## src/hdl/te16_pkg.sv

```systemverilog
`timescale 1ns / 1ps
// ----------------------------------------------------------------------------
// te16_pkg
// Types, constants and encoder step functions of the turbo encoder.
// ----------------------------------------------------------------------------
package te16_pkg;

  // Sizes fixed by the item and register formats.
  localparam int unsigned BLOCK_MAX_DEF = 128;
  localparam int unsigned COUNT_W       = 8;
  localparam int unsigned POS_W         = 7;
  localparam int unsigned MODE_W        = 2;
  localparam int unsigned STATE_W       = 4;
  localparam int unsigned CFG_IDX_W     = 1;
  localparam int unsigned CFG_DATA_W    = 8;
  localparam int unsigned ENC_MEMORY    = 4;

  localparam logic [COUNT_W-1:0] LEN_RESET = 8'd128;

  // Input item modes.
  typedef enum logic [MODE_W-1:0] {
    MODE_LOAD = 2'd0,
    MODE_MSG  = 2'd1,
    MODE_READ = 2'd2
  } mode_t;

  // Configuration register indexes.
  typedef enum logic [CFG_IDX_W-1:0] {
    CFG_BLOCK_LENGTH = 1'b0,
    CFG_TERMINATE    = 1'b1
  } cfg_index_t;

  // Result item kinds.
  typedef enum logic {
    KIND_PARITY1 = 1'b0,
    KIND_PARITY2 = 1'b1
  } kind_t;

  // Item handed from the front stage to the output stage.
  typedef struct packed {
    kind_t kind;
    logic  data_bit;
    logic  parity_bit;
    logic  block_end;
  } stage_t;

  // Parity 1+D^2+D^3+D^4 of one encoder step.
  function automatic logic rsc_parity(input logic [STATE_W-1:0] s, input logic u);
    rsc_parity = u ^ s[0] ^ s[1] ^ s[2];
  endfunction

  // Next state with feedback 1+D+D^4.
  function automatic logic [STATE_W-1:0] rsc_next(input logic [STATE_W-1:0] s,
                                                  input logic u);
    rsc_next = {s[STATE_W-2:0], u ^ s[0] ^ s[3]};
  endfunction

endpackage

```

## src/hdl/te16_in_if.sv

```systemverilog
`timescale 1ns / 1ps
// ----------------------------------------------------------------------------
// te16_in_if
// Input channel of the turbo encoder: valid, ready and one input item.
// ----------------------------------------------------------------------------
interface te16_in_if;
  logic                          valid;
  logic                          ready;
  logic [te16_pkg::MODE_W-1:0]   mode;
  logic [te16_pkg::POS_W-1:0]    source_position;
  logic [te16_pkg::POS_W-1:0]    target_position;
  logic                          message_bit;

  modport source (output valid, mode, source_position, target_position, message_bit,
                  input ready);
  modport sink   (input valid, mode, source_position, target_position, message_bit,
                  output ready);
endinterface

```

## src/hdl/te16_out_if.sv

```systemverilog
`timescale 1ns / 1ps
// ----------------------------------------------------------------------------
// te16_out_if
// Result channel of the turbo encoder: valid, ready and one result item.
// ----------------------------------------------------------------------------
interface te16_out_if;
  logic valid;
  logic ready;
  logic kind;
  logic systematic_bit;
  logic parity_bit;
  logic block_end;

  modport source (output valid, kind, systematic_bit, parity_bit, block_end,
                  input ready);
  modport sink   (input valid, kind, systematic_bit, parity_bit, block_end,
                  output ready);
endinterface

```

## src/hdl/turbo_encoder_rsc16_terminated.sv

```systemverilog
`timescale 1ns / 1ps
// ----------------------------------------------------------------------------
// turbo_encoder_rsc16_terminated
// Rate one-third turbo encoder with two 16-state recursive systematic
// encoders and a loadable interleaver.
// ----------------------------------------------------------------------------
//
//  Channel  Direction  Handshake          Carries
//  feed     in         valid / ready      mode, positions, message bit
//  result   out        valid / ready      kind, systematic, parity, block end
//  cfg      in         write enable only  block length, termination enable
//
// One item is accepted per clock cycle while feed.ready is high. Its result
// passes through the stage register and then the result register. Load items
// and mode three items give no result.
// Encoder two runs in the output stage, so the interleaved bit is read into
// the stage register ahead of its use.
// Reset is synchronous and clears control state only; the stores need none.
// When the result is stalled the output register holds it, and feed.ready
// falls only once the input stage is full as well.
//
module turbo_encoder_rsc16_terminated #(
  parameter int unsigned BLOCK_MAX = te16_pkg::BLOCK_MAX_DEF
) (
  input  logic                             clk,
  input  logic                             rst,
  te16_in_if.sink                          feed,
  te16_out_if.source                       result,
  input  logic                             cfg_we,
  input  logic [te16_pkg::CFG_IDX_W-1:0]   cfg_index,
  input  logic [te16_pkg::CFG_DATA_W-1:0]  cfg_data
);

  logic             stage_valid;
  logic             stage_ready;
  te16_pkg::stage_t stage;

  // Input stage with encoder one and the stores.
  te16_front #(
    .BLOCK_MAX (BLOCK_MAX)
  ) u_front (
    .clk         (clk),
    .rst         (rst),
    .feed        (feed),
    .cfg_we      (cfg_we),
    .cfg_index   (cfg_index),
    .cfg_data    (cfg_data),
    .stage_valid (stage_valid),
    .stage_ready (stage_ready),
    .stage       (stage)
  );

  // Output stage with encoder two.
  te16_back u_back (
    .clk         (clk),
    .rst         (rst),
    .stage_valid (stage_valid),
    .stage_ready (stage_ready),
    .stage       (stage),
    .result      (result)
  );

endmodule

```

## src/hdl/te16_front.sv

```systemverilog
`timescale 1ns / 1ps
// ----------------------------------------------------------------------------
// te16_front
// Input stage: configuration, bit counters, encoder one, the permutation
// table and the interleaved bit store.
// ----------------------------------------------------------------------------
module te16_front #(
  parameter int unsigned BLOCK_MAX = te16_pkg::BLOCK_MAX_DEF
) (
  input  logic                               clk,
  input  logic                               rst,
  te16_in_if.sink                            feed,
  input  logic                               cfg_we,
  input  logic [te16_pkg::CFG_IDX_W-1:0]     cfg_index,
  input  logic [te16_pkg::CFG_DATA_W-1:0]    cfg_data,
  output logic                               stage_valid,
  input  logic                               stage_ready,
  output te16_pkg::stage_t                   stage
);

  localparam int unsigned CW      = te16_pkg::COUNT_W;
  localparam int unsigned PW      = te16_pkg::POS_W;
  localparam int unsigned SW      = te16_pkg::STATE_W;
  // Only positions reachable through the 7-bit fields need storage.
  localparam int unsigned POS_SPAN = 1 << PW;
  localparam int unsigned DEPTH   = (BLOCK_MAX < POS_SPAN) ? BLOCK_MAX : POS_SPAN;
  localparam int unsigned AW      = $clog2(DEPTH);
  localparam int unsigned LEN_TOP = (1 << CW) - 1;
  localparam int unsigned LEN_CAP = (BLOCK_MAX < LEN_TOP) ? BLOCK_MAX : LEN_TOP;
  localparam logic [CW-1:0] LEN_CAP_V = CW'(LEN_CAP);
  localparam logic [CW-1:0] DEPTH_V   = CW'(DEPTH);
  localparam logic [CW:0]   MEM_V     = (CW + 1)'(te16_pkg::ENC_MEMORY);

  // Configuration registers.
  logic [CW-1:0] block_length;
  logic          terminate_enable;

  // Encoder one and the two position counters.
  logic [SW-1:0] enc1_state;
  logic [CW-1:0] input_count;
  logic [CW-1:0] readout_count;

  // Stores.
  logic [PW-1:0] perm_mem [DEPTH];
  logic          ilv_mem  [DEPTH];

  // Stage register.
  logic                  s1_valid;
  te16_pkg::kind_t       s1_kind;
  logic                  s1_sys;
  logic                  s1_par;
  logic                  s1_end;
  logic                  s1_wr_ok;
  logic [PW-1:0]         s1_tgt;
  logic                  s1_ilv;
  logic                  s1_hit;
  logic                  s1_hit_bit;

  logic [CW-1:0] len_sat;
  logic [CW-1:0] len_eff;
  logic          end1;
  logic          end2;
  logic          force_bit;
  logic          enc_bit;
  logic          accept;
  logic          s1_fire;
  logic          ilv_we;
  logic [AW-1:0] ilv_waddr;
  logic [AW-1:0] rd_addr;
  logic          load_ok;

  // Effective block length: saturated to BLOCK_MAX and the 8-bit range, zero acts as one.
  always_comb begin
    len_sat = (block_length > LEN_CAP_V) ? LEN_CAP_V : block_length;
    len_eff = (len_sat == '0) ? CW'(1) : len_sat;
  end

  // Block end tests and the termination bit of encoder one.
  always_comb begin
    end1      = (({1'b0, input_count} + (CW + 1)'(1)) >= {1'b0, len_eff});
    end2      = (({1'b0, readout_count} + (CW + 1)'(1)) >= {1'b0, len_eff});
    force_bit = terminate_enable && (({1'b0, input_count} + MEM_V) >= {1'b0, len_eff});
    enc_bit   = force_bit ? (enc1_state[0] ^ enc1_state[3]) : feed.message_bit;
  end

  // Handshake: a new item enters whenever the stage is free or moving on.
  assign feed.ready = !s1_valid || stage_ready;
  assign accept     = feed.valid && feed.ready;
  assign s1_fire    = s1_valid && stage_ready;
  assign load_ok    = ({1'b0, feed.source_position} < DEPTH_V);
  assign rd_addr    = readout_count[AW-1:0];

  // A message bit is stored at its interleaved position as it leaves the stage.
  assign ilv_we    = s1_fire && (s1_kind == te16_pkg::KIND_PARITY1) && s1_wr_ok &&
                     ({1'b0, s1_tgt} < DEPTH_V);
  assign ilv_waddr = s1_tgt[AW-1:0];

  // Configuration, encoder one and the counters.
  always_ff @(posedge clk) begin
    if (rst) begin
      block_length     <= te16_pkg::LEN_RESET;
      terminate_enable <= 1'b1;
      enc1_state       <= '0;
      input_count      <= '0;
      readout_count    <= '0;
    end else begin
      if (cfg_we) begin
        unique case (cfg_index)
          te16_pkg::CFG_BLOCK_LENGTH: block_length     <= cfg_data;
          te16_pkg::CFG_TERMINATE:    terminate_enable <= cfg_data[0];
          default: ;
        endcase
      end
      if (accept) begin
        unique case (feed.mode)
          te16_pkg::MODE_MSG: begin
            enc1_state  <= end1 ? '0 : te16_pkg::rsc_next(enc1_state, enc_bit);
            input_count <= end1 ? '0 : CW'({1'b0, input_count} + (CW + 1)'(1));
          end
          te16_pkg::MODE_READ: begin
            readout_count <= end2 ? '0 : CW'({1'b0, readout_count} + (CW + 1)'(1));
          end
          default: ;
        endcase
      end
    end
  end

  // Stage valid flag.
  always_ff @(posedge clk) begin
    if (rst) begin
      s1_valid <= 1'b0;
    end else if (feed.ready) begin
      s1_valid <= accept && ((feed.mode == te16_pkg::MODE_MSG) ||
                             (feed.mode == te16_pkg::MODE_READ));
    end
  end

  // Stage payload.
  always_ff @(posedge clk) begin
    if (accept) begin
      if (feed.mode == te16_pkg::MODE_READ) begin
        s1_kind <= te16_pkg::KIND_PARITY2;
        s1_end  <= end2;
      end else begin
        s1_kind <= te16_pkg::KIND_PARITY1;
        s1_end  <= end1;
      end
      s1_sys   <= enc_bit;
      s1_par   <= te16_pkg::rsc_parity(enc1_state, enc_bit);
      s1_wr_ok <= (input_count < DEPTH_V);
    end
  end

  // Permutation table: written by load items, read at the message position.
  always_ff @(posedge clk) begin
    if (accept && (feed.mode == te16_pkg::MODE_LOAD) && load_ok) begin
      perm_mem[feed.source_position[AW-1:0]] <= feed.target_position;
    end
    if (accept) begin
      s1_tgt <= perm_mem[input_count[AW-1:0]];
    end
  end

  // Interleaved bit store, with a bypass for a read that meets a write.
  always_ff @(posedge clk) begin
    if (ilv_we) begin
      ilv_mem[ilv_waddr] <= s1_sys;
    end
    if (accept) begin
      s1_ilv     <= ilv_mem[rd_addr];
      s1_hit     <= ilv_we && (ilv_waddr == rd_addr);
      s1_hit_bit <= s1_sys;
    end
  end

  // Item handed to the output stage.
  always_comb begin
    stage.kind       = s1_kind;
    stage.data_bit   = (s1_kind == te16_pkg::KIND_PARITY2) ?
                       (s1_hit ? s1_hit_bit : s1_ilv) : s1_sys;
    stage.parity_bit = s1_par;
    stage.block_end  = s1_end;
  end

  assign stage_valid = s1_valid;

endmodule

```

## src/hdl/te16_back.sv

```systemverilog
`timescale 1ns / 1ps
// ----------------------------------------------------------------------------
// te16_back
// Output stage: encoder two and the result register.
// ----------------------------------------------------------------------------
module te16_back (
  input  logic              clk,
  input  logic              rst,
  input  logic              stage_valid,
  output logic              stage_ready,
  input  te16_pkg::stage_t  stage,
  te16_out_if.source        result
);

  logic [te16_pkg::STATE_W-1:0] enc2_state;
  logic                         take;
  logic                         is_p2;

  // The result register takes a new item when empty or being emptied.
  assign stage_ready = !result.valid || result.ready;
  assign take        = stage_valid && stage_ready;
  assign is_p2       = (stage.kind == te16_pkg::KIND_PARITY2);

  // Result valid flag and encoder two.
  always_ff @(posedge clk) begin
    if (rst) begin
      result.valid <= 1'b0;
      enc2_state   <= '0;
    end else begin
      if (stage_ready) begin
        result.valid <= stage_valid;
      end
      if (take && is_p2) begin
        enc2_state <= stage.block_end ? '0 :
                      te16_pkg::rsc_next(enc2_state, stage.data_bit);
      end
    end
  end

  // Result payload.
  always_ff @(posedge clk) begin
    if (take) begin
      result.kind           <= stage.kind;
      result.systematic_bit <= stage.data_bit;
      result.parity_bit     <= is_p2 ? te16_pkg::rsc_parity(enc2_state, stage.data_bit)
                                     : stage.parity_bit;
      result.block_end      <= stage.block_end;
    end
  end

endmodule

```

## src/flat_wrapper.sv

```systemverilog
// flat-port wrapper written by rule: the top's interface ports become plain ports
module turbo_encoder_rsc16_terminated_flat 
#(
  parameter int unsigned BLOCK_MAX = te16_pkg::BLOCK_MAX_DEF
)
  (clk, rst, cfg_we, cfg_index, cfg_data, feed_valid, feed_mode, feed_source_position, feed_target_position, feed_message_bit, feed_ready, result_valid, result_kind, result_systematic_bit, result_parity_bit, result_block_end, result_ready);
  te16_in_if feed_i ();
  te16_out_if result_i ();
  input  logic clk;
  input  logic rst;
  input  logic cfg_we;
  input  logic [te16_pkg::CFG_IDX_W-1:0] cfg_index;
  input  logic [te16_pkg::CFG_DATA_W-1:0] cfg_data;
  input wire logic [$bits(feed_i.valid)-1:0] feed_valid;
  input wire logic [$bits(feed_i.mode)-1:0] feed_mode;
  input wire logic [$bits(feed_i.source_position)-1:0] feed_source_position;
  input wire logic [$bits(feed_i.target_position)-1:0] feed_target_position;
  input wire logic [$bits(feed_i.message_bit)-1:0] feed_message_bit;
  output wire logic [$bits(feed_i.ready)-1:0] feed_ready;
  output wire logic [$bits(result_i.valid)-1:0] result_valid;
  output wire logic [$bits(result_i.kind)-1:0] result_kind;
  output wire logic [$bits(result_i.systematic_bit)-1:0] result_systematic_bit;
  output wire logic [$bits(result_i.parity_bit)-1:0] result_parity_bit;
  output wire logic [$bits(result_i.block_end)-1:0] result_block_end;
  input wire logic [$bits(result_i.ready)-1:0] result_ready;
  assign feed_i.valid = feed_valid;
  assign feed_i.mode = feed_mode;
  assign feed_i.source_position = feed_source_position;
  assign feed_i.target_position = feed_target_position;
  assign feed_i.message_bit = feed_message_bit;
  assign feed_ready = feed_i.ready;
  assign result_valid = result_i.valid;
  assign result_kind = result_i.kind;
  assign result_systematic_bit = result_i.systematic_bit;
  assign result_parity_bit = result_i.parity_bit;
  assign result_block_end = result_i.block_end;
  assign result_i.ready = result_ready;
  turbo_encoder_rsc16_terminated #(.BLOCK_MAX(BLOCK_MAX)) u_core (.clk(clk), .rst(rst), .feed(feed_i), .result(result_i), .cfg_we(cfg_we), .cfg_index(cfg_index), .cfg_data(cfg_data));
endmodule
```

## config.mk

```make
export PLATFORM = sky130hd
export DESIGN_NAME = turbo_encoder_rsc16_terminated_flat
export DESIGN_NICKNAME = d
export VERILOG_FILES = /design/src/hdl/te16_pkg.sv /design/src/hdl/te16_in_if.sv /design/src/hdl/te16_out_if.sv /design/src/hdl/turbo_encoder_rsc16_terminated.sv /design/src/hdl/te16_front.sv /design/src/hdl/te16_back.sv /design/src/flat_wrapper.sv
export SDC_FILE = /design/constraint.sdc
export NUM_CORES = 1
export LEC_CHECK = 0
export BUFFER_PORTS_ARGS = -buffer_cell sky130_fd_sc_hd__buf_2
export CELL_PAD_IN_SITES_DETAIL_PLACEMENT = 1
export CELL_PAD_IN_SITES_GLOBAL_PLACEMENT = 1
export CORE_UTILIZATION = 61
export CTS_BUF_LIST = sky130_fd_sc_hd__clkbuf_4 sky130_fd_sc_hd__clkbuf_8
export CTS_CLUSTER_DIAMETER = 150
export DETAILED_ROUTE_END_ITERATION = 8
export PLACE_DENSITY = 0.91
export SYNTH_ARGS = -nofsm -noshare
export SYNTH_HDL_FRONTEND = slang
export SYNTH_SLANG_ARGS = --single-unit
```

## constraint.sdc

```tcl
create_clock -name clk -period 5.4 [get_ports clk]
set_input_delay 0.27 -clock clk [delete_from_list [all_inputs] [get_ports clk]]
set_output_delay 0.27 -clock clk [all_outputs]
set_load 0.03 [all_outputs]
```

Yosys cells after proc, flatten, opt, wreduce, memory -nomap -nowiden
Memories as Yosys holds them, arrays and structs flattened. A register that Yosys moved wholly into a read port is not among the register bits.
Index checks and enable logic that the tools add are counted.
{ "op_classes": {"reduce_logical": 20, "n_shift": 0, "n_addsub": 3, "div": 0, "order_cmp": 5, "muxes": 16, "eq_ne": 3, "multipliers": 0, "n_bitwise": 11} }
{ "ops": {"columns": ["cell", "count"], "rows": [
  ["$mux W8", 4],
  ["$ge A9 B8 Y1", 3],
  ["$add A8 B1 Y9 const B", 2],
  ["$mux W1", 10],
  ["$add A8 B3 Y9 const B", 1],
  ["$logic_and A1 B1 Y1", 9],
  ["$xor A1 B1 Y1", 9],
  ["$gt A8 B8 Y1 const B", 1],
  ["$logic_not A8 Y1", 1],
  ["$lt A8 B8 Y1 const B", 1],
  ["$mux W4", 2],
  ["$reduce_and A2 Y1", 4],
  ["$eq A7 B7 Y1", 1],
  ["$logic_or A1 B1 Y1", 3],
  ["$eq A2 B1 Y1 const B", 1],
  ["$eq A2 B2 Y1 const B", 1],
  ["$logic_not A1 Y1", 2],
  ["$logic_not A2 Y1", 1],
  ["$not A1 Y1", 2]
]} }
{ "totals": {"in_bits": 31, "ff_bits": 46, "latch_bits": 0, "rom_bits": 0, "word_cells": 79, "memories": 2, "ramBits": 1024} }
{ "mem_list": {"columns": ["name", "words", "width", "rd", "rd_clocked_by_memory_dff", "wr", "line", "rtl"], "rows": [
  ["u_core.u_front.perm_mem", 128, 7, 1, 1, 1, "te16_front.sv:44", "logic [PW-1:0] perm_mem [DEPTH];"],
  ["u_core.u_front.ilv_mem", 128, 1, 1, 1, 1, "te16_front.sv:45", "logic ilv_mem [DEPTH];"]
]} }

Longest topological paths before layout
{ "logic_depth": {"ltp_word": 10, "mapped_depth": 18, "mapped_depth_nobuf": 12} }

Modules after synthesis
Synthesis repeated with hierarchy kept, for this count alone.
{ "unflattened": {"hier_cells": 2333, "hier_area_um2": 43558.0} }
{ "by_module_without_submodules": {"columns": ["module", "area_per_inst_um2", "n_inst", "seq_area_each_um2", "cells_per_inst"], "rows": [
  ["te16_front", 43162.6, 1, 31800.5, 2297],
  ["te16_back", 395.4, 1, 220.2, 36]
]} }

Worst setup path after synthesis
OpenSTA, ideal clock, no wires.
{ "synth_path": {"kind": "reg-to-reg", "from": "register u_core.u_front.input_count[1]", "to": "register u_core.u_front.enc1_state[0]", "n_path_buf": 7, "setup_slack_ns": 2.063, "t_arrival_ns": 3.250, "path_stages_with_launch": 19, "t_required_ns": 5.313, "period_less_slack_ns": 3.337, "path_cell_list": "dfxtp_1 > buf_6 > buf_12 > buf_12 > buf_6 > buf_6 > buf_6 > nand2_1 > nor2_1 > nand3_1 > xnor2_1 > ha_1 > nand3_1 > o22ai_1 > or4_1 > clkbuf_1 > nor2_1 > nand3_1 > o31ai_1"} }
{ "synth_via": {"elab_chain_cells": 7, "elab_cells_between_ends": 9, "classes_between": "2 x add/sub; 2 x order compare; 2 x mux; 2 x bitwise; 1 x reduce/logical"} }
{ "synth_lines": {"columns": ["element", "line", "rtl"], "rows": [
  ["start, declared", "te16_front.sv:40", "logic [CW-1:0] input_count;"],
  ["start signal, assigned", "te16_front.sv:118", "input_count <= end1 ? '0 : CW'({1'b0, input_count} + (CW + 1)'(1));"],
  ["$add A8 B3 Y9", "te16_front.sv:82", "force_bit = terminate_enable && (({1'b0, input_count} + MEM_V) >= {1'b0, len_eff});"],
  ["$ge A9 B8 Y1", "te16_front.sv:82", null],
  ["$logic_and A1 B1 Y1", "te16_front.sv:82", null],
  ["$mux W1", "te16_front.sv:83", "enc_bit = force_bit ? (enc1_state[0] ^ enc1_state[3]) : feed.message_bit;"],
  ["$xor A1 B1 Y1 (2 in a row)", "te16_pkg.sv:55", "rsc_next = {s[STATE_W-2:0], u ^ s[0] ^ s[3]};"],
  ["$mux W4 (*)", "te16_front.sv:117", "enc1_state <= end1 ? '0 : te16_pkg::rsc_next(enc1_state, enc_bit);"],
  ["end signal, assigned", "te16_front.sv:117", null],
  ["end, declared", "te16_front.sv:39", "logic [SW-1:0] enc1_state;"]
]} }
Every way passes the cells marked *; elsewhere a longest branch is shown, timed or not.
A chain may end at the register's enable or synchronous reset.

Final worst setup path
{ "layout_path": {"from": "register u_core.u_front.input_count[3]", "to": "register u_core.u_front.enc1_state[0]"} }
Same word-level chain as after synthesis.

==> impl_metrics.ini <==
[route]
drc = 0
wl_per_cell_um = 35.74
drt_first_iter_violations = 3558
vias = 25790
detail_route.wirelength_um = 130100
ant_nets = 0
dr.pass1.iters = 6
via_per_inst = 7.084

[final_layout]
final_util_pct = 67.92
multiInputGateArea_um2 = 11110
design_area_um2 = 48550
area_growth_pct = 10.12
ff_latch_area_um2 = 32030
final_nets = 2628
fill_cells = 5858
finalNonFillerCells = 3641
drive_gt1_share_pct = 19.62

[sta]
worst_pin_slew_ps = 1381
setup_ws_ps = 1204
setup_viol = 0
max_freq_mhz = 238.3
rsz0062_at_grt = no
holdWs_ps = 43.45
finalCritPeriodShare_pct = 77.70
final-hold-violation-count = 0
slew_viol_final = 0
slew_headroom_pct = 7.134
finalClockSkew_ps = 47.81
period_minus_slack_ps = 4196
tns_ps = 0

[yosys]
ys_types = 64
synth_fp_nets = 2478
synthFlopType = edfxtp_1
ys_async_sr_fraction_pct = 0
avgSynthCellArea_um2 = 18.24
syn_inst = 2417
syn_area_um2 = 44090
ys_seq_elements = 1078
yosysWarnings = 0
synth_edf_count = 1043
seq_area_frac_synth_pct = 72.62

[worst_setup_path]
cp_slowest_cell = or4_1
path_max_fanout = 30
critPathArrivalTime_ps = 4920
crit_required_ps = 6120
critPathBufInv = 1
crit_top_cell = nand3_1
timing.critical_path.from_type = flip-flop
worstSetupPathType = reg2reg
critPathTopFamily = simple AND/OR/NAND/NOR gates
critPathCaptureType = flip-flop
crit_chain = buf_4 -> nand2_1 -> nor2_1 -> nand3_1 -> xnor2_1 -> ha_1 -> nand3_1 -> o22ai_1 -> or4_1 -> nor2_1 -> nand3_1 -> o31ai_1
slowest_delay_ps = 680

[clock_network]
numCtsBuffers = 166
cts.path.max_buffers = 3
h-tree-depth = 4
post-cts-setup-buffers = 0
root_buffer = clkbuf_8
clkLatencyLatePin_ps = 850
tritoncts = done
cts_resized = 0
cts_hold_buffers = 34
cts_sinks = 1078
clkTransAtPathRegs_ps = 70

[global_routing]
grt-ovfl-total = 0
grt_pass1_wl_um = 187700
grt_pass1_vias = 26880
grt_max_degree = 131
grt_usage_pct = 35.96
antenna_found_initial = 9

[die]
start_util_pct = 61.68
die-area_um2 = 73360
rows = 98
pin_count = 37
core_area_um2 = 71490
die_height_um = 270.9
die_w_um = 270.9

[pwr]
netSwitchingPower_mw = 3.816
combinationalPowerShare_pct = 3.2
seq_power_share_pct = 55.1
totalPowerFinal_mw = 16.72
clkPwrFrac_pct = 41.7
leakage_nw = 15.06
ir_worst_vdd_mv = 0.2814
p_int_mw = 12.91
swShare_pct = 22.82
power.density_nw_per_um2 = 344.5

[worst_hold_path]
min_path_type = in2reg

[placed_design]
placed_cell_area_um2 = 44950
hpwl_um = 72640
place_inst = 3315
gp_congestion = 0.8660
portBuffers = 36
dp_slack_ps = 1383

[outcome]
status = finished, final reports clean

[run]
maxCapViolations = 0
==> registers in the layout, indices dropped and copies added, names as in the netlist, 4 cells and up <==
register,count
u_core.u_front.ilv_mem,128
u_core.u_front.ilv_waddr,7
u_core.u_front.perm_mem,896
u_core.u_front.readout_count,8
u_core.u_back.enc2_state,4
u_core.u_front.enc1_state,4
u_core.u_front.block_length,8
u_core.u_front.input_count,8
==> kinds of logic (layout without fill, tap and decap cells) <==
group / count (synthesis) / after routing / share of synthesized area (%)
flip-flops: 1078 / 1078 / 72.62
AND/OR/NAND/NOR: 571 / 571 / 5.485
multiplexers: 361 / 361 / 15.00
AO/OA/AOI/OAI: 200 / 200 / 3.167
buffers and inverters: 145 / 414 / 2.239
XOR/XNOR: 32 / 32 / 0.6356
adder cells (fa/ha/maj): 30 / 30 / 0.8513
other: 0 / 5 / 0
==> cell usage after synthesis (30+ instances only) <==
cell	count	area share [%]
mux4_2	173	8.8
dfxtp_1	35	1.6
nand3_1	50	0.57
a21oi_1	60	0.68
nor2_1	309	2.6
a22oi_1	45	0.77
nand2_1	133	1.1
ha_1	30	0.85
clkbuf_1	54	0.46
mux4_1	51	3.0
edfxtp_1	1043	71
mux2i_1	132	3.0
==> metal layers <==
metal / share of wire (%) / vias to the layer above / global-route usage, % / wire [µm]
li1: - / 9978 / - / -
met1: 34 / 13210 / 45.52 / 44590
met2: 49 / 2099 / 59.29 / 64180
met3: 11 / 498 / 8.458 / 14230
met4: 5.4 / 10 / 16.73 / 7047
met5: 0.048 / - / 0 / 63
==> final timing paths <==
path,start,end,slack [ps],depth (start not counted)
worst max-delay path,u_core.u_front.input_count[3]$_SDFFE_PP0P_,u_core.u_front.enc1_state[0]$_SDFFE_PP0P_,1200,12
worst min-delay path,feed_target_position[0],u_core.u_front.perm_mem[42][0]$_DFFE_PP_,40,1
worst max register to register,u_core.u_front.input_count[3]$_SDFFE_PP0P_,u_core.u_front.enc1_state[0]$_SDFFE_PP0P_,1200,12
worst min register to register,u_core.u_front.input_count[3]$_SDFFE_PP0P_,u_core.u_front.input_count[3]$_SDFFE_PP0P_,500,2
==> layout by cell type (no fill, tap or decap), types with 7 or more instances in the layout <==
master,count
a21oi_1,60
a221oi_1,7
a22oi_1,45
a32oi_1,9
buf_2,29
buf_4,44
clkbuf_4,50
clkbuf_8,171
clkinv_1,40
clkinv_2,9
dfxtp_1,30
dlygate4sd3_1,34
edfxtp_1,1043
ha_1,30
inv_1,12
mux2i_1,132
mux4_1,51
mux4_2,173
nand2_1,133
nand3_1,48
nand3b_1,9
nand4_1,7
nor2_1,309
nor2b_1,23
nor3_1,9
o211ai_1,10
o21ai_0,17
xnor2_1,23
xor2_1,9
==> power groups by stage <==
stage,clock network (mW),logic [mW],registers [mW]
after floorplan,0,0.259,9.39
after global placement,0,0.449,9.39
after detailed placement,0,0.488,9.40
after CTS,6.98,0.520,9.22
after global routing,7.23,0.553,9.22
final,6.97,0.535,9.22
==> final cells by class <==
class | count | area share, %
antenna | 5 | 0.02577
clock buffer | 221 | 5.620
clock inverter | 66 | 1.049
inverter | 15 | 0.1160
multi-input combinational | 1194 | 22.88
sequential | 1078 | 65.98
tap | 950 | 2.448
timing repair buffer | 112 | 1.886
==> worst register-to-register path, cell delays in order (launching register included) <==
cell	delay, ps
dfxtp_2	370
buf_4	510
nand2_1	450
nor2_1	400
nand3_1	150
xnor2_1	300
ha_1	320
nand3_1	110
o22ai_1	130
or4_1	680
nor2_1	310
nand3_1	120
o31ai_1	240
Note: power is estimated with default switching activity, not from simulation.
